$ cat src/hdl/smsb_pkg.sv
// ----------------------------------------------------------------------------
// smsb_pkg
// Shared types and constants of the scancode matrix serial bridge.
// ----------------------------------------------------------------------------
package smsb_pkg;

    typedef enum logic [1:0] {
        PH_START = 2'd0,
        PH_ADDR  = 2'd1,
        PH_GAP   = 2'd2,
        PH_DATA  = 2'd3
    } phase_t;

    typedef enum logic [2:0] {
        REG_START_PHASE = 3'd0,
        REG_SETUP       = 3'd1,
        REG_CLOCK_HIGH  = 3'd2,
        REG_BIT_TAIL    = 3'd3,
        REG_GAP         = 3'd4
    } cfg_reg_t;

    localparam int CFG_IDX_W   = 3;
    localparam int CFG_W       = 8;
    localparam int NIB_W       = 4;
    localparam int FRAME_W     = 5;
    localparam int FIFO_DEPTH  = 4;
    localparam int FIFO_AW     = 2;
    localparam int FIFO_CNT_W  = 3;
    localparam int OUT_W       = 3;

    localparam logic [CFG_W-1:0] START_PHASE_RST = 8'd6;
    localparam logic [CFG_W-1:0] SETUP_RST       = 8'd6;
    localparam logic [CFG_W-1:0] CLOCK_HIGH_RST  = 8'd12;
    localparam logic [CFG_W-1:0] BIT_TAIL_RST    = 8'd21;
    localparam logic [CFG_W-1:0] GAP_RST         = 8'd54;

    localparam logic [NIB_W-1:0] FIRST_ADDR = 4'hF;
    localparam logic [7:0]       KEY_NONE   = 8'hFF;

    localparam logic [7:0] CODE_MAP [128] = '{
        KEY_NONE, 8'h20, KEY_NONE, 8'hA0, 8'h00, 8'h02, KEY_NONE, 8'h12,
        KEY_NONE, 8'h03, 8'hA4, KEY_NONE, KEY_NONE, 8'h84, 8'h26, KEY_NONE,
        KEY_NONE, 8'hA7, 8'h26, KEY_NONE, 8'hA1, 8'h83, 8'h80, KEY_NONE,
        KEY_NONE, KEY_NONE, 8'h87, 8'h74, 8'h85, 8'h73, 8'h81, KEY_NONE,
        KEY_NONE, 8'h76, 8'h77, 8'h75, 8'h72, 8'h70, 8'h71, KEY_NONE,
        KEY_NONE, 8'h57, 8'h67, 8'h65, 8'h63, 8'h62, 8'h61, KEY_NONE,
        KEY_NONE, 8'h56, 8'h66, 8'h54, 8'h64, 8'h53, 8'h60, KEY_NONE,
        KEY_NONE, KEY_NONE, 8'h46, 8'h55, 8'h52, 8'h51, 8'h50, KEY_NONE,
        KEY_NONE, KEY_NONE, 8'h45, 8'h43, 8'h42, 8'h40, 8'h41, KEY_NONE,
        KEY_NONE, 8'h37, 8'h23, 8'h44, 8'h35, 8'h33, 8'h31, KEY_NONE,
        KEY_NONE, KEY_NONE, KEY_NONE, 8'h11, 8'h32, 8'h30, KEY_NONE, KEY_NONE,
        8'h86, 8'h25, 8'h22, 8'h21, 8'h36, 8'h34, KEY_NONE, KEY_NONE,
        KEY_NONE, KEY_NONE, KEY_NONE, KEY_NONE, KEY_NONE, KEY_NONE, 8'h97, KEY_NONE,
        KEY_NONE, 8'h17, KEY_NONE, 8'h15, 8'h24, KEY_NONE, KEY_NONE, KEY_NONE,
        8'h01, 8'hA6, 8'h07, 8'h16, 8'h05, 8'h14, 8'h82, 8'hA5,
        8'h13, 8'h27, 8'h06, 8'hA3, 8'hA2, 8'h04, 8'h10, KEY_NONE
    };

    typedef struct packed {
        logic             valid;
        logic             is_key;
        logic             released;
        logic             key_hit;
        logic             ignored;
        logic [2:0]       bit_sel;
        logic [NIB_W-1:0] row;
        logic             row_valid;
        logic             fwd;
        logic [7:0]       fwd_data;
    } s1_item_t;

endpackage

$ cat src/hdl/scancode_matrix_serial_bridge_unit.sv
// ----------------------------------------------------------------------------
// scancode_matrix_serial_bridge_unit
// Key matrix in RAM updated by key events; tick items clock out frames.
// A result passes through the stage-1 register and the result queue before it
// appears on m_tdata.
// Throughput: one item per cycle while the result queue has room for it.
// Reset: synchronous, active low; clears row valid bits, sequencer, output
// queue and restores register defaults. No RAM clearing pass.
// ----------------------------------------------------------------------------
module scancode_matrix_serial_bridge_unit #(
    parameter int ROWS       = 16,
    parameter int TABLE_SIZE = 128
) (
    input  logic        aclk,
    input  logic        aresetn,
    input  logic        s_tvalid,
    output logic        s_tready,
    input  logic [15:0] s_tdata,   // [7:0] scancode, [8] key_released
    input  logic [0:0]  s_tuser,   // [0] opcode
    output logic        m_tvalid,
    input  logic        m_tready,
    output logic [7:0]  m_tdata,   // [0] data_line, [1] clock_line, [2] key_ignored
    input  logic        cfg_wr_en,
    input  logic [2:0]  cfg_index,
    input  logic [7:0]  cfg_data
);

    localparam int AW = (ROWS > 1) ? $clog2(ROWS) : 1;

    logic [7:0] start_phase_reg, setup_reg, clock_high_reg, bit_tail_reg, gap_reg;

    smsb_pkg::phase_t                phase_reg, phase_next;
    logic [smsb_pkg::FRAME_W-1:0]    frame_reg, frame_next;
    logic [2:0]                      bit_reg, bit_next;
    logic [1:0]                      step_reg, step_next;
    logic [7:0]                      time_reg, time_next;
    logic                            cur_bit_reg, cur_bit_next;

    smsb_pkg::s1_item_t s1_reg, s1_next;
    logic [ROWS-1:0]    row_valid_reg;

    logic [smsb_pkg::OUT_W-1:0]      fifo_reg [smsb_pkg::FIFO_DEPTH];
    logic [smsb_pkg::FIFO_AW-1:0]    wr_ptr_reg, rd_ptr_reg;
    logic [smsb_pkg::FIFO_CNT_W-1:0] fifo_count_reg;

    logic                            s_accept, m_accept;
    logic                            in_key, in_released;
    logic [7:0]                      in_code, in_entry;
    logic [smsb_pkg::NIB_W-1:0]      rd_row, next_row;
    logic [AW-1:0]                   rd_addr;

    logic [7:0]                      ram_rdata, row_data, frame_byte, new_row;
    logic                            ram_we;
    logic [AW-1:0]                   wr_addr;
    logic [smsb_pkg::NIB_W-1:0]      frame_addr;
    logic                            frame_exists;
    logic [7:0]                      seg_len, seg_raw;
    logic [8:0]                      tick_count;
    logic [2:0]                      bit_dec;
    logic                            data_lvl, clk_lvl;
    logic [smsb_pkg::OUT_W-1:0]      result;

    // configuration
    always_ff @(posedge aclk) begin
        if (!aresetn) begin
            start_phase_reg <= smsb_pkg::START_PHASE_RST;
            setup_reg       <= smsb_pkg::SETUP_RST;
            clock_high_reg  <= smsb_pkg::CLOCK_HIGH_RST;
            bit_tail_reg    <= smsb_pkg::BIT_TAIL_RST;
            gap_reg         <= smsb_pkg::GAP_RST;
        end else if (cfg_wr_en) begin
            unique case (cfg_index)
                smsb_pkg::REG_START_PHASE: start_phase_reg <= cfg_data;
                smsb_pkg::REG_SETUP:       setup_reg       <= cfg_data;
                smsb_pkg::REG_CLOCK_HIGH:  clock_high_reg  <= cfg_data;
                smsb_pkg::REG_BIT_TAIL:    bit_tail_reg    <= cfg_data;
                smsb_pkg::REG_GAP:         gap_reg         <= cfg_data;
                default: ;
            endcase
        end
    end

    // stage 0: decode, issue matrix read
    assign s_accept    = s_tvalid && s_tready;
    assign m_accept    = m_tvalid && m_tready;
    assign s_tready    = ({1'b0, fifo_count_reg} + 4'(s1_reg.valid)) < 4'(smsb_pkg::FIFO_DEPTH);
    assign in_key      = s_tuser[0];
    assign in_code     = s_tdata[7:0];
    assign in_released = s_tdata[8];
    assign in_entry    = smsb_pkg::CODE_MAP[in_code[6:0]];
    assign next_row    = (frame_next == '0) ? smsb_pkg::FIRST_ADDR
                                            : smsb_pkg::NIB_W'(frame_next - 5'd1);
    assign rd_row      = in_key ? in_entry[7:4] : next_row;
    assign rd_addr     = rd_row[AW-1:0];

    always_comb begin
        s1_next           = '0;
        s1_next.valid     = s_accept;
        s1_next.is_key    = in_key;
        s1_next.released  = in_released;
        s1_next.key_hit   = in_key && !in_code[7]
                            && ({1'b0, in_code} < 9'(TABLE_SIZE))
                            && (in_entry[3:0] < 4'd8)
                            && ({1'b0, in_entry[7:4]} < 5'(ROWS));
        s1_next.ignored   = in_key && ({1'b0, in_code} >= 9'(TABLE_SIZE));
        s1_next.bit_sel   = in_entry[2:0];
        s1_next.row       = rd_row;
        s1_next.row_valid = row_valid_reg[rd_addr];
        s1_next.fwd       = ram_we && s_accept && (rd_addr == wr_addr);
        s1_next.fwd_data  = new_row;
    end

    always_ff @(posedge aclk) begin
        if (!aresetn) begin
            s1_reg <= '0;
        end else begin
            s1_reg <= s1_next;
        end
    end

    smsb_ram #(
        .WIDTH (8),
        .DEPTH (ROWS)
    ) u_matrix (
        .clk     (aclk),
        .wr_en   (ram_we),
        .wr_addr (wr_addr),
        .wr_data (new_row),
        .rd_addr (rd_addr),
        .rd_data (ram_rdata)
    );

    // stage 1: matrix update and sequencer
    assign row_data = s1_reg.fwd ? s1_reg.fwd_data
                                 : (s1_reg.row_valid ? ram_rdata : 8'd0);
    assign new_row  = s1_reg.released ? (row_data & ~(8'd1 << s1_reg.bit_sel))
                                      : (row_data | (8'd1 << s1_reg.bit_sel));
    assign ram_we   = s1_reg.valid && s1_reg.is_key && s1_reg.key_hit;
    assign wr_addr  = s1_reg.row[AW-1:0];

    always_ff @(posedge aclk) begin
        if (!aresetn) begin
            row_valid_reg <= '0;
        end else if (ram_we) begin
            row_valid_reg[wr_addr] <= 1'b1;
        end
    end

    assign frame_addr   = (frame_reg == '0) ? smsb_pkg::FIRST_ADDR
                                            : smsb_pkg::NIB_W'(frame_reg - 5'd1);
    assign frame_exists = {1'b0, frame_addr} < 5'(ROWS);
    assign frame_byte   = frame_exists ? row_data : 8'd0;
    assign tick_count   = {1'b0, time_reg} + 9'd1;
    assign bit_dec      = bit_reg - 3'd1;
    assign seg_len      = (seg_raw == 8'd0) ? 8'd1 : seg_raw;

    always_comb begin
        priority if (phase_reg == smsb_pkg::PH_GAP) begin
            seg_raw = gap_reg;
        end else if (phase_reg == smsb_pkg::PH_START) begin
            seg_raw = start_phase_reg;
        end else if (step_reg == 2'd0) begin
            seg_raw = setup_reg;
        end else if (step_reg == 2'd1) begin
            seg_raw = clock_high_reg;
        end else begin
            seg_raw = bit_tail_reg;
        end
    end

    always_comb begin
        data_lvl = 1'b0;
        clk_lvl  = 1'b0;
        unique case (phase_reg)
            smsb_pkg::PH_START: begin
                data_lvl = ~step_reg[0];
            end
            smsb_pkg::PH_ADDR, smsb_pkg::PH_DATA: begin
                data_lvl = (step_reg < 2'd2) && cur_bit_reg;
                clk_lvl  = (step_reg == 2'd1);
            end
            smsb_pkg::PH_GAP: begin
                data_lvl = 1'b0;
            end
        endcase
    end

    always_comb begin
        phase_next   = phase_reg;
        frame_next   = frame_reg;
        bit_next     = bit_reg;
        step_next    = step_reg;
        time_next    = time_reg;
        cur_bit_next = cur_bit_reg;
        if (s1_reg.valid && !s1_reg.is_key) begin
            if (tick_count >= {1'b0, seg_len}) begin
                time_next = 8'd0;
                unique case (phase_reg)
                    smsb_pkg::PH_ADDR, smsb_pkg::PH_DATA: begin
                        step_next = step_reg + 2'd1;
                        if (step_reg == 2'd2) begin
                            step_next = 2'd0;
                            if (bit_reg != 3'd0) begin
                                bit_next     = bit_dec;
                                cur_bit_next = (phase_reg == smsb_pkg::PH_ADDR)
                                             ? frame_addr[bit_dec[1:0]]
                                             : frame_byte[bit_dec];
                            end else if (phase_reg == smsb_pkg::PH_ADDR) begin
                                phase_next = smsb_pkg::PH_GAP;
                            end else begin
                                frame_next = (frame_reg >= 5'(ROWS)) ? '0 : frame_reg + 5'd1;
                                phase_next = smsb_pkg::PH_START;
                            end
                        end
                    end
                    smsb_pkg::PH_GAP: begin
                        phase_next   = smsb_pkg::PH_DATA;
                        bit_next     = 3'd7;
                        step_next    = 2'd0;
                        cur_bit_next = frame_byte[7];
                    end
                    smsb_pkg::PH_START: begin
                        step_next = step_reg + 2'd1;
                        if (step_reg == 2'd3) begin
                            phase_next   = smsb_pkg::PH_ADDR;
                            bit_next     = 3'd3;
                            step_next    = 2'd0;
                            cur_bit_next = frame_addr[3];
                        end
                    end
                endcase
            end else begin
                time_next = tick_count[7:0];
            end
        end
    end

    always_ff @(posedge aclk) begin
        if (!aresetn) begin
            phase_reg   <= smsb_pkg::PH_START;
            frame_reg   <= '0;
            bit_reg     <= '0;
            step_reg    <= '0;
            time_reg    <= '0;
            cur_bit_reg <= 1'b0;
        end else begin
            phase_reg   <= phase_next;
            frame_reg   <= frame_next;
            bit_reg     <= bit_next;
            step_reg    <= step_next;
            time_reg    <= time_next;
            cur_bit_reg <= cur_bit_next;
        end
    end

    // result queue
    assign result = {s1_reg.ignored, clk_lvl, data_lvl};

    always_ff @(posedge aclk) begin
        if (s1_reg.valid) begin
            fifo_reg[wr_ptr_reg] <= result;
        end
    end

    always_ff @(posedge aclk) begin
        if (!aresetn) begin
            wr_ptr_reg     <= '0;
            rd_ptr_reg     <= '0;
            fifo_count_reg <= '0;
        end else begin
            if (s1_reg.valid) begin
                wr_ptr_reg <= wr_ptr_reg + 2'd1;
            end
            if (m_accept) begin
                rd_ptr_reg <= rd_ptr_reg + 2'd1;
            end
            fifo_count_reg <= fifo_count_reg + 3'(s1_reg.valid) - 3'(m_accept);
        end
    end

    assign m_tvalid = (fifo_count_reg != '0);
    assign m_tdata  = {5'd0, fifo_reg[rd_ptr_reg]};

`ifndef NO_ASSERTIONS
    a_no_overflow: assert property (@(posedge aclk) disable iff (!aresetn)
        s1_reg.valid |-> (fifo_count_reg < 3'(smsb_pkg::FIFO_DEPTH)))
        else $error("result queue overflow");

    a_write_on_key: assert property (@(posedge aclk) disable iff (!aresetn)
        ram_we |-> (s1_reg.valid && s1_reg.is_key && !s1_reg.ignored))
        else $error("matrix write without key event");

    a_fwd_pairs: assert property (@(posedge aclk) disable iff (!aresetn)
        s1_reg.fwd |-> ($past(ram_we) && s1_reg.valid))
        else $error("forwarded row without preceding write");

    a_start_clock_low: assert property (@(posedge aclk) disable iff (!aresetn)
        (phase_reg == smsb_pkg::PH_START || phase_reg == smsb_pkg::PH_GAP) |-> !clk_lvl)
        else $error("clock line high outside a bit");
`endif

endmodule

$ cat src/hdl/smsb_ram.sv
// ----------------------------------------------------------------------------
// smsb_ram
// Generic single-write, single-read RAM with registered read data.
// ----------------------------------------------------------------------------
module smsb_ram #(
    parameter int WIDTH = 8,
    parameter int DEPTH = 16,
    localparam int AW = (DEPTH > 1) ? $clog2(DEPTH) : 1
) (
    input  logic             clk,
    input  logic             wr_en,
    input  logic [AW-1:0]    wr_addr,
    input  logic [WIDTH-1:0] wr_data,
    input  logic [AW-1:0]    rd_addr,
    output logic [WIDTH-1:0] rd_data
);

    logic [WIDTH-1:0] mem_reg [DEPTH];
    logic [WIDTH-1:0] rd_data_reg;

    always_ff @(posedge clk) begin
        if (wr_en) begin
            mem_reg[wr_addr] <= wr_data;
        end
        rd_data_reg <= mem_reg[rd_addr];
    end

    assign rd_data = rd_data_reg;

endmodule
$ cat config.mk
export PLATFORM = sky130hd
export DESIGN_NAME = scancode_matrix_serial_bridge_unit
export DESIGN_NICKNAME = d
export VERILOG_FILES = /design/src/hdl/smsb_pkg.sv /design/src/hdl/scancode_matrix_serial_bridge_unit.sv /design/src/hdl/smsb_ram.sv
export SDC_FILE = /design/constraint.sdc
export NUM_CORES = 1
export LEC_CHECK = 0
export ABC_AREA = 1
export BUFFER_PORTS_ARGS = -buffer_cell sky130_fd_sc_hd__buf_2
export CAP_MARGIN = 40
export CORE_ASPECT_RATIO = 1.25
export CORE_UTILIZATION = 28
export CTS_CLUSTER_DIAMETER = 60
export CTS_CLUSTER_SIZE = 40
export DETAILED_ROUTE_END_ITERATION = 8
export GPL_ROUTABILITY_DRIVEN = 0
export GPL_TIMING_DRIVEN = 0
export MAX_ROUTING_LAYER = met4
export PLACE_DENSITY_LB_ADDON = 0.05
export SLEW_MARGIN = 20
export SYNTH_ARGS = -nofsm -noshare
export SYNTH_HDL_FRONTEND = slang
export SYNTH_SLANG_ARGS = --single-unit
$ cat constraint.sdc
create_clock -name aclk -period 8.8 [get_ports aclk]
set_input_delay 2.2 -clock aclk [delete_from_list [all_inputs] [get_ports aclk]]
set_output_delay 2.2 -clock aclk [all_outputs]
set_load 0.005 [all_outputs]
==> results of run 1 <==
-- metrics by stage --
stage	utilization	hold slack, ns	worst slack [ns]	std cells	instance area (sq um)
after floorplan	-	0.429	4.64	1554	12900
after CTS	0.333	0.461	2.97	2234	15100
after global placement	0.303	0.439	2.98	2158	13700
after global routing	0.334	0.481	2.56	2237	15100
final	0.334	0.460	2.98	2237	15100
after detailed placement	0.311	0.444	3.03	2178	14000
-- where the power goes --
group	internal (mW)	leakage (nW)	switching, mW
clock network	0.735	0.502	0.571
registers	1.30	2.23	0.0236
logic	0.123	3.70	0.257
-- worst paths after layout --
check                                           end  slack, ns  depth (start not counted)
worst max-delay path            u_matrix.rd_data[3]       2.98                         28
worst min-delay path              clock_high_reg[3]       0.46                          2
worst max register to register  u_matrix.rd_data[3]       2.98                         28
worst min register to register    clock_high_reg[3]       0.46                          2
-- logic make-up after synthesis --
logic type | after synthesis | share of synthesized area
xor gates and xnor gates | 13 | 0.00887
other | 1 | 0.000292
AOI/OAI and AO/OA | 213 | 0.0985
DFF | 256 | 0.508
adders and majority gates | 37 | 0.0366
buffers and inverters | 297 | 0.0942
and+or+nand+nor | 733 | 0.253
-- critical path, delay by kind of cell, from the launching register on --
kind,cells,cell delay [ns]
and+or+nand+nor,13,1.75
buffers and inverters,6,1.70
AOI/OAI and AO/OA,6,1.21
adders and majority gates,3,0.65
DFF,1,0.33
-- cells in the final DEF (no fill, tap or decap), types with 6 or more instances in the layout --
| cell | count |
|---|---|
| sky130_fd_sc_hd__nand2_1 | 260 |
| sky130_fd_sc_hd__inv_1 | 219 |
| sky130_fd_sc_hd__nand3_1 | 215 |
| sky130_fd_sc_hd__nor2_1 | 195 |
| sky130_fd_sc_hd__edfxtp_1 | 140 |
| sky130_fd_sc_hd__dfxtp_1 | 116 |
| sky130_fd_sc_hd__o21ai_0 | 69 |
| sky130_fd_sc_hd__a21oi_1 | 65 |
| sky130_fd_sc_hd__buf_2 | 42 |
| sky130_fd_sc_hd__clkbuf_1 | 38 |
| sky130_fd_sc_hd__nand3b_1 | 37 |
| sky130_fd_sc_hd__ha_1 | 36 |
| sky130_fd_sc_hd__clkbuf_16 | 31 |
| sky130_fd_sc_hd__buf_4 | 21 |
| sky130_fd_sc_hd__a22o_1 | 12 |
| sky130_fd_sc_hd__o211ai_1 | 11 |
| sky130_fd_sc_hd__buf_6 | 10 |
| sky130_fd_sc_hd__xor2_1 | 9 |
| sky130_fd_sc_hd__o22ai_1 | 9 |
| sky130_fd_sc_hd__nand4_1 | 7 |
| sky130_fd_sc_hd__inv_2 | 6 |
| sky130_fd_sc_hd__buf_1 | 6 |
-- cell type report --
class	instances	area [sq um]	area share
tap	578	723	0.0479
multi-input combinational	1001	5190	0.344
inverter	229	860	0.0570
clock inverter	19	228	0.0151
sequential	256	6530	0.433
clock buffer	37	808	0.0536
timing repair buffer	49	402	0.0266
buffer	68	350	0.0232
-- per-layer routing --
metal,up-vias,global-route usage,wire [um]
met2,245,0.342,21700
li1,5319,-,-
met1,5070,0.214,17900
met5,-,-,0
met3,85,0.0219,1510
met4,0,0.0812,1740
==> results.json, run 1 <==
{
  "ys.flop_type": "sky130_fd_sc_hd__edfxtp_1",
  "placementRows": 87,
  "grt_remaining_overflow": 0,
  "h-tree-depth": 1,
  "cts_root_buffer": "sky130_fd_sc_hd__clkbuf_16",
  "setup_crit_start_kind": "register",
  "arrival_ns": 6.28,
  "drcViolationCount": 4,
  "synthesis.area_sq_mm": 0.0128,
  "finalWirelength_um": 42800,
  "setup.worst_path.class": "reg2reg",
  "routed_vias_inst": 4.79,
  "dieArea_sq_mm": 0.0467,
  "min_path_type": "reg2reg",
  "clk_latency_ns": 0.59,
  "slew_headroom": 0.452,
  "final_layout_size_suffix_gt1_frac": 0.0922,
  "drt_pre_antenna_iters": 9,
  "clkTransAtPathRegs_ns": 0.07,
  "critical_path.most_common_cell": "sky130_fd_sc_hd__nand3_1",
  "largest_reg_flops": 128,
  "number_of_synthesized_register_bits": 256,
  "n_fill_cell": 4773,
  "critical_path.reg2reg.startpoint": "step_reg[1]",
  "postSynthCellCount": 1550,
  "via_count_of_the_first_global_routing_pass": 10500,
  "timing.final.setup_violations": 0,
  "worst-endpoint-required_ns": 9.26,
  "violations": "design-rule violations",
  "timing.final.hold_violations": 0,
  "grt_use_total": 0.190,
  "post_synth_most_frequent_cells": "260 x sky130_fd_sc_hd__nand2_1, 219 x sky130_fd_sc_hd__inv_1, 215 x sky130_fd_sc_hd__nand3_1",
  "yosys.area.top_type": "sky130_fd_sc_hd__edfxtp_1",
  "cts_hold_buf": 0,
  "crit_fanout": 10,
  "ys_seq_area_frac": 0.508,
  "die-width_um": 194,
  "power.leakage_nw": 6.43,
  "floorplan.core_area_sq_mm": 0.0452,
  "timing.clock.skew_ns": 0.0335,
  "numCtsBuffers": 30,
  "area_delta_synth_final_pct": 17.5,
  "top_level_ports": 43,
  "outcome": "complete, but fails checks",
  "tns_ns": 0,
  "post_cts_resize_count": 0,
  "postRouteAntennaNets": 0,
  "cts-root-to-sink-buffers": 3,
  "synth-edff-count": 140,
  "final_min_period_over_clock_period": 0.661,
  "worst-slew-pin-transition_ns": 0.818,
  "synthTopCellsByArea": "sky130_fd_sc_hd__edfxtp_1 33%, sky130_fd_sc_hd__dfxtp_1 18%, sky130_fd_sc_hd__nand3_1 8.4%",
  "die-height_um": 241,
  "unrepaired_setup_endpoints_after_global_routing": "no",
  "drt-initial-drc-count": 629,
  "io_buffers": 26,
  "asr_flop_ratio_synth": 0,
  "syn_avg_cell_area_sq_um": 8.28,
  "synth.most_common_cell": "sky130_fd_sc_hd__nand2_1",
  "synth_cell_types": 53,
  "worst_path_max_delay_cell": "sky130_fd_sc_hd__clkbuf_1",
  "maxSlewViolCount": 0,
  "ys.warnings.count": 0,
  "maximum_number_of_pins_on_one_net_before_global_route_repair": 18,
  "layout_min_cycle_time_ns": 5.82,
  "cts_tree": "yes",
  "start_util": 0.284,
  "design.final.nets": 1705,
  "fmax_ghz": 0.172,
  "cts.repair_timing.setup_buffer_count": 0,
  "wire_per_inst_um": 19.2,
  "power_mw": 3.01,
  "via_count": 10700,
  "ir_worst_vdd_v": 0.000122,
  "antenna_cells": 0,
  "power_density_mw_per_mm2": 200,
  "cts_sinks": 256,
  "grt_first_pass_wirelength_um": 65000,
  "hpwl_um": 31600,
  "max_cap_viol_count": 0,
  "yosysTopAreaCellShare": 0.327,
  "antenna_found_initial": 0,
  "cpPeakStageDelay_ns": 0.56,
  "hold_path_startpoint": "clock_high_reg[3]",
  "endpoint_kind": "register",
  "cp-startpoint": "step_reg[1]"
}
No activity file was read; power rests on OpenSTA's default activity.
==> run 2: changes to the inputs <==
Clock period 8.8 ns to 6.1 ns, I/O delays scaled along.
==> run 2 against run 1 <==
Effect of this change: the run still ends with design-rule violations left; highest routed layer unchanged; first-iteration DRC count rose by 0.79%; register-to-register slack got worse by 2.5 ns; non-clock buffer count did not move; setup slack got worse by 2.5 ns; clock power rose by 44%; fmax rose by 3.5%; combinational power rose by 44%; sequential share of layout area barely moved; power rose by 44%; critical endpoint unchanged; cell count did not move; sequential power rose by 44%; hold slack barely moved.
==> results.json, run 2 (synthesis results as in run 1) <==
{
  "outcome": "complete, but fails checks",
  "violations": "design-rule violations",
  "cts_tree": "yes",
  "slew_headroom": 0.452,
  "timing.critical_path.max_delay_family": "simple AND/OR/NAND/NOR gates",
  "power.leakage_nw": 6.43,
  "cell_internal_pwr_mw": 3.12,
  "wire_per_inst_um": 19.1,
  "start_util": 0.284,
  "largest_reg_flops": 128,
  "unrepaired_setup_endpoints_after_global_routing": "no",
  "h-tree-depth": 1,
  "finalWirelength_um": 42800,
  "critical_path.most_common_cell": "sky130_fd_sc_hd__nand2_1",
  "power_density_mw_per_mm2": 288,
  "min_path_type": "reg2reg",
  "layout_min_cycle_time_ns": 5.62,
  "die-height_um": 241,
  "final_layout_size_suffix_gt1_frac": 0.0928,
  "max_cap_viol_count": 0,
  "worst_path_max_delay_cell": "sky130_fd_sc_hd__clkinv_1",
  "dieArea_sq_mm": 0.0467,
  "drt-initial-drc-count": 634,
  "arrival_ns": 6.13,
  "antenna_found_initial": 0,
  "routed_vias_inst": 4.79,
  "crit_fanout": 10,
  "endpoint_kind": "register",
  "design.final.nets": 1705,
  "top_level_ports": 43,
  "seq_power_share": 0.441,
  "drcViolationCount": 4,
  "cts_root_buffer": "sky130_fd_sc_hd__clkbuf_16",
  "antenna_cells": 0,
  "drt_pre_antenna_iters": 9,
  "grt_first_pass_wirelength_um": 65000,
  "cts.repair_timing.setup_buffer_count": 0,
  "tns_ns": 0,
  "setup.worst_path.class": "reg2reg",
  "fmax_ghz": 0.178,
  "clk_latency_ns": 0.59,
  "clockPowerShare": 0.433,
  "area_delta_synth_final_pct": 17.5,
  "worst-slew-pin-transition_ns": 0.818,
  "timing.final.setup_violations": 0,
  "timing.clock.skew_ns": 0.0333,
  "setup_crit_start_kind": "register",
  "maximum_number_of_pins_on_one_net_before_global_route_repair": 18,
  "grt_remaining_overflow": 0,
  "cts-root-to-sink-buffers": 3,
  "timing.final.hold_violations": 0,
  "final_min_period_over_clock_period": 0.922,
  "switching_share": 0.282,
  "layout.cells.most_common": "sky130_fd_sc_hd__nand2_1",
  "cpPeakStageDelay_ns": 0.44,
  "placement.cell_area_sq_mm": 0.0140,
  "numCtsBuffers": 30,
  "pwr-share-comb": 0.126,
  "hpwl_um": 31600,
  "postRouteAntennaNets": 0,
  "maxSlewViolCount": 0,
  "ir_worst_vdd_v": 0.000175,
  "io_buffers": 26,
  "worst-endpoint-required_ns": 6.61,
  "cts_sinks": 256,
  "clkTransAtPathRegs_ns": 0.07,
  "layout_common_cells": "260 x sky130_fd_sc_hd__nand2_1, 219 x sky130_fd_sc_hd__inv_1, 215 x sky130_fd_sc_hd__nand3_1, 195 x sky130_fd_sc_hd__nor2_1, 140 x sky130_fd_sc_hd__edfxtp_1",
  "placementRows": 87,
  "final_standard_cell_area_without_fillers_sq_mm": 0.0151,
  "switching_power_mw": 1.23,
  "floorplan.core_area_sq_mm": 0.0452,
  "via_count_of_the_first_global_routing_pass": 10500,
  "crit_buf_inv": 7,
  "via_count": 10700,
  "die-width_um": 194,
  "grt_use_total": 0.190
}
run 2: worst min-delay path, cell delays in order, from the launching register on:
cell and delay (ns):
sky130_fd_sc_hd__dfxtp_1 0.33, sky130_fd_sc_hd__nand2_1 0.05, sky130_fd_sc_hd__nand3_1 0.05
run 2: layout make-up:
| cell class | instances | area [sq um] |
|---|---|---|
| buffer | 68 | 352 |
| multi-input combinational | 1001 | 5190 |
| tap | 578 | 723 |
| clock inverter | 19 | 228 |
| fill | 4772 | 30100 |
| sequential | 256 | 6530 |
| timing repair buffer | 49 | 402 |
| clock buffer | 37 | 808 |
| inverter | 229 | 860 |
run 2: final timing paths:
kind / endpoint / startpoint / slack (ns) / cells after the start
min reg2reg: clock_high_reg[3] / clock_high_reg[3] / 0.46 / 2
min: clock_high_reg[3] / clock_high_reg[3] / 0.46 / 2
max: u_matrix.rd_data[3] / step_reg[1] / 0.48 / 29
max reg2reg: u_matrix.rd_data[3] / step_reg[1] / 0.48 / 29
run 2: per-stage QoR:
| step | hold slack, ns | utilization | total power, mW | setup WS, ns | instances |
|---|---|---|---|---|---|
| 6_report | 0.460 | 0.334 | 4.35 | 0.478 | 2237 |
| 5_1_grt | 0.481 | 0.334 | 4.53 | 0.0309 | 2237 |
| 4_1_cts | 0.461 | 0.333 | 4.41 | 0.265 | 2234 |
| 3_5_place_dp | 0.444 | 0.311 | 2.51 | 0.334 | 2178 |
| 3_3_place_gp | 0.439 | 0.303 | 2.49 | 0.278 | 2158 |
| 2_1_floorplan | 0.429 | - | 2.26 | 2.14 | 1554 |
run 2: timing repair:
action | 4_1_cts | 5_1_grt
resized for setup | 0 | 2
hold buffers | 0 | 0
endpoints found under the setup margin | 0 | 8
run 2: power groups by stage:
| stage | combinational (mW) | clock (mW) | sequential [mW] |
|---|---|---|---|
| final | 0.547 | 1.88 | 1.92 |
| after global routing | 0.614 | 2.00 | 1.92 |
| after CTS | 0.558 | 1.94 | 1.92 |
| after detailed placement | 0.556 | 0 | 1.95 |
| after global placement | 0.528 | 0 | 1.96 |
| after floorplan | 0.317 | 0 | 1.94 |
run 2: metal layers:
layer | GRT usage | share of wire
met1 | 0.214 | 0.42
met2 | 0.342 | 0.51
met3 | 0.0219 | 0.035
met4 | 0.0812 | 0.040
met5 | - | 0
==> run 3: changes to the inputs <==
==> constraint.sdc (replaced) <==
create_clock -name aclk -period 6.1 [get_ports aclk]
set_input_delay 0.305 -clock aclk [delete_from_list [all_inputs] [get_ports aclk]]
set_output_delay 0.305 -clock aclk [all_outputs]
set_load 0.005 [all_outputs]
==> run 3 against run 2 <==
Effect of this change: the run still ends with design-rule violations left; combinational power about the same; die area unchanged; sequential power about the same; highest routed layer unchanged.
==> results.json, run 3 (synthesis results as in run 1) <==
{
  "critical_path.most_common_cell": "sky130_fd_sc_hd__nand3_1",
  "design.final.nets": 1711,
  "timing.final.hold_violations": 0,
  "cp-startpoint": "step_reg[1]",
  "top_level_ports": 43,
  "critical_path.reg2reg.startpoint": "step_reg[1]",
  "placement.cell_area_sq_mm": 0.0140,
  "pre_cts_slack_ns": 0.334,
  "cts_root_buffer": "sky130_fd_sc_hd__clkbuf_16",
  "drt-initial-drc-count": 567,
  "worst-slew-pin-transition_ns": 0.817,
  "endpoint_kind": "register",
  "routed_vias_inst": 4.77,
  "clkTransAtPathRegs_ns": 0.06,
  "slew_headroom": 0.454,
  "cpPeakStageDelay_ns": 0.45,
  "layout_common_cells": "260 x sky130_fd_sc_hd__nand2_1, 219 x sky130_fd_sc_hd__inv_1, 215 x sky130_fd_sc_hd__nand3_1, 195 x sky130_fd_sc_hd__nor2_1, 140 x sky130_fd_sc_hd__edfxtp_1",
  "setup_crit_start_kind": "register",
  "cts_tree": "yes",
  "drcViolationCount": 4,
  "layout.cells.most_common": "sky130_fd_sc_hd__nand2_1",
  "multi_input_comb_area_sq_mm": 0.00519,
  "clk_latency_ns": 0.59,
  "largest_reg_flops": 128,
  "r2r_slack_ns": 0.46,
  "io_buffers": 26,
  "placementRows": 87,
  "seqCellArea_sq_mm": 0.00653,
  "cts.repair_timing.setup_buffer_count": 0,
  "max_cap_viol_count": 0,
  "cts_sinks": 256,
  "die-width_um": 194,
  "outcome": "complete, but fails checks",
  "n_fill_cell": 4774,
  "fmax_ghz": 0.177,
  "maxSlewViolCount": 0,
  "worst_path_max_delay_cell": "sky130_fd_sc_hd__clkbuf_1",
  "start_util": 0.284,
  "dieArea_sq_mm": 0.0467,
  "unrepaired_setup_endpoints_after_global_routing": "no",
  "final_min_period_over_clock_period": 0.925,
  "power.leakage_nw": 6.46,
  "antenna_cells": 0,
  "final_standard_cell_area_without_fillers_sq_mm": 0.0151,
  "hpwl_um": 31600,
  "worstReg2RegEnd": "u_matrix.rd_data[3]",
  "antenna_found_initial": 0,
  "ir_worst_vdd_v": 0.000175,
  "postRouteAntennaNets": 0,
  "violations": "design-rule violations",
  "worst-endpoint-required_ns": 6.56,
  "grt_first_pass_wirelength_um": 65100,
  "via_count": 10700,
  "finalWirelength_um": 42800,
  "drt_pre_antenna_iters": 7,
  "via_count_of_the_first_global_routing_pass": 10500,
  "timing.final.setup_violations": 0,
  "timing.final.ws_setup_ns": 0.456,
  "layout_min_cycle_time_ns": 5.64,
  "min_path_type": "in2reg",
  "crit_fanout": 10,
  "grt_remaining_overflow": 0,
  "timing.clock.skew_ns": 0.0344,
  "die-height_um": 241,
  "wire_per_inst_um": 19.1,
  "cp-endpoint": "u_matrix.rd_data[3]",
  "power_density_mw_per_mm2": 287,
  "numCtsBuffers": 30,
  "maximum_number_of_pins_on_one_net_before_global_route_repair": 18,
  "cell_count_of_the_worst_reg_to_reg_path": 28,
  "grt_use_total": 0.190,
  "h-tree-depth": 1,
  "setup.worst_path.class": "reg2reg",
  "cts-root-to-sink-buffers": 3,
  "tns_ns": 0,
  "floorplan.core_area_sq_mm": 0.0452,
  "arrival_ns": 6.11,
  "final_layout_size_suffix_gt1_frac": 0.0925,
  "power_mw": 4.35,
  "area_delta_synth_final_pct": 18.0
}
==> run 3: timing repair <==
| item | CTS | global route |
|---|---|---|
| hold buffers | 6 | 0 |
| endpoints found under the hold margin | 7 | 0 |
| endpoints found under the setup margin | 0 | 8 |
| resized for setup | 0 | 2 |
==> run 3: final cells by class <==
cell class              count  area share
well taps                 578      0.0477
plain buffers              68      0.0232
clock inverters            19      0.0150
flip-flops and latches    256       0.431
multi-input cells        1001       0.343
inverters                 229      0.0567
repair buffers             55      0.0305
clock buffers              37      0.0534
==> run 3: worst min-delay path by stage <==
stage / startpoint / cells after the start / end
final: cfg_data[5] / 3 / gap_reg[5]
after global routing: cfg_data[0] / 3 / bit_tail_reg[0]
after CTS: cfg_data[0] / 3 / bit_tail_reg[0]
after detailed placement: bit_tail_reg[4] / 2 / bit_tail_reg[4]
after global placement: bit_tail_reg[2] / 2 / bit_tail_reg[2]
after floorplan: s_tdata[7] / 1 / s1_reg[18]
==> run 3: per-layer routing <==
layer  track usage  vias up  share of wire
li1              -     5336              -
met1         0.214     5059           0.42
met2         0.342      229           0.51
met3        0.0219       81          0.035
met4        0.0812        0          0.040
met5             -        -              0
==> run 3: power by group <==
part           switching [mW]  total, mW  leakage (nW)  internal [mW]
registers              0.0342       1.92          2.23           1.88
clock network           0.822       1.88         0.502           1.06
logic                   0.371      0.550          3.73          0.179
==> run 3: through the flow <==
stage | hold WS [ns] | cells | utilization
floorplan | 0.384 | 1554 | -
global placement | 0.439 | 2158 | 0.303
detailed placement | 0.444 | 2178 | 0.311
CTS | 0.0215 | 2240 | 0.335
global route | 0.0463 | 2243 | 0.335
finish | 0.0420 | 2243 | 0.335
==> run 3: worst max-delay path: cells and delay by family (launching register included) <==
| family | cells | cell delay, ns |
|---|---|---|
| AO/OA/AOI/OAI | 6 | 1.21 |
| adder cells (fa/ha/maj) | 3 | 0.65 |
| buffers and inverters | 6 | 1.61 |
| flip-flops | 1 | 0.33 |
| AND/OR/NAND/NOR | 13 | 1.68 |
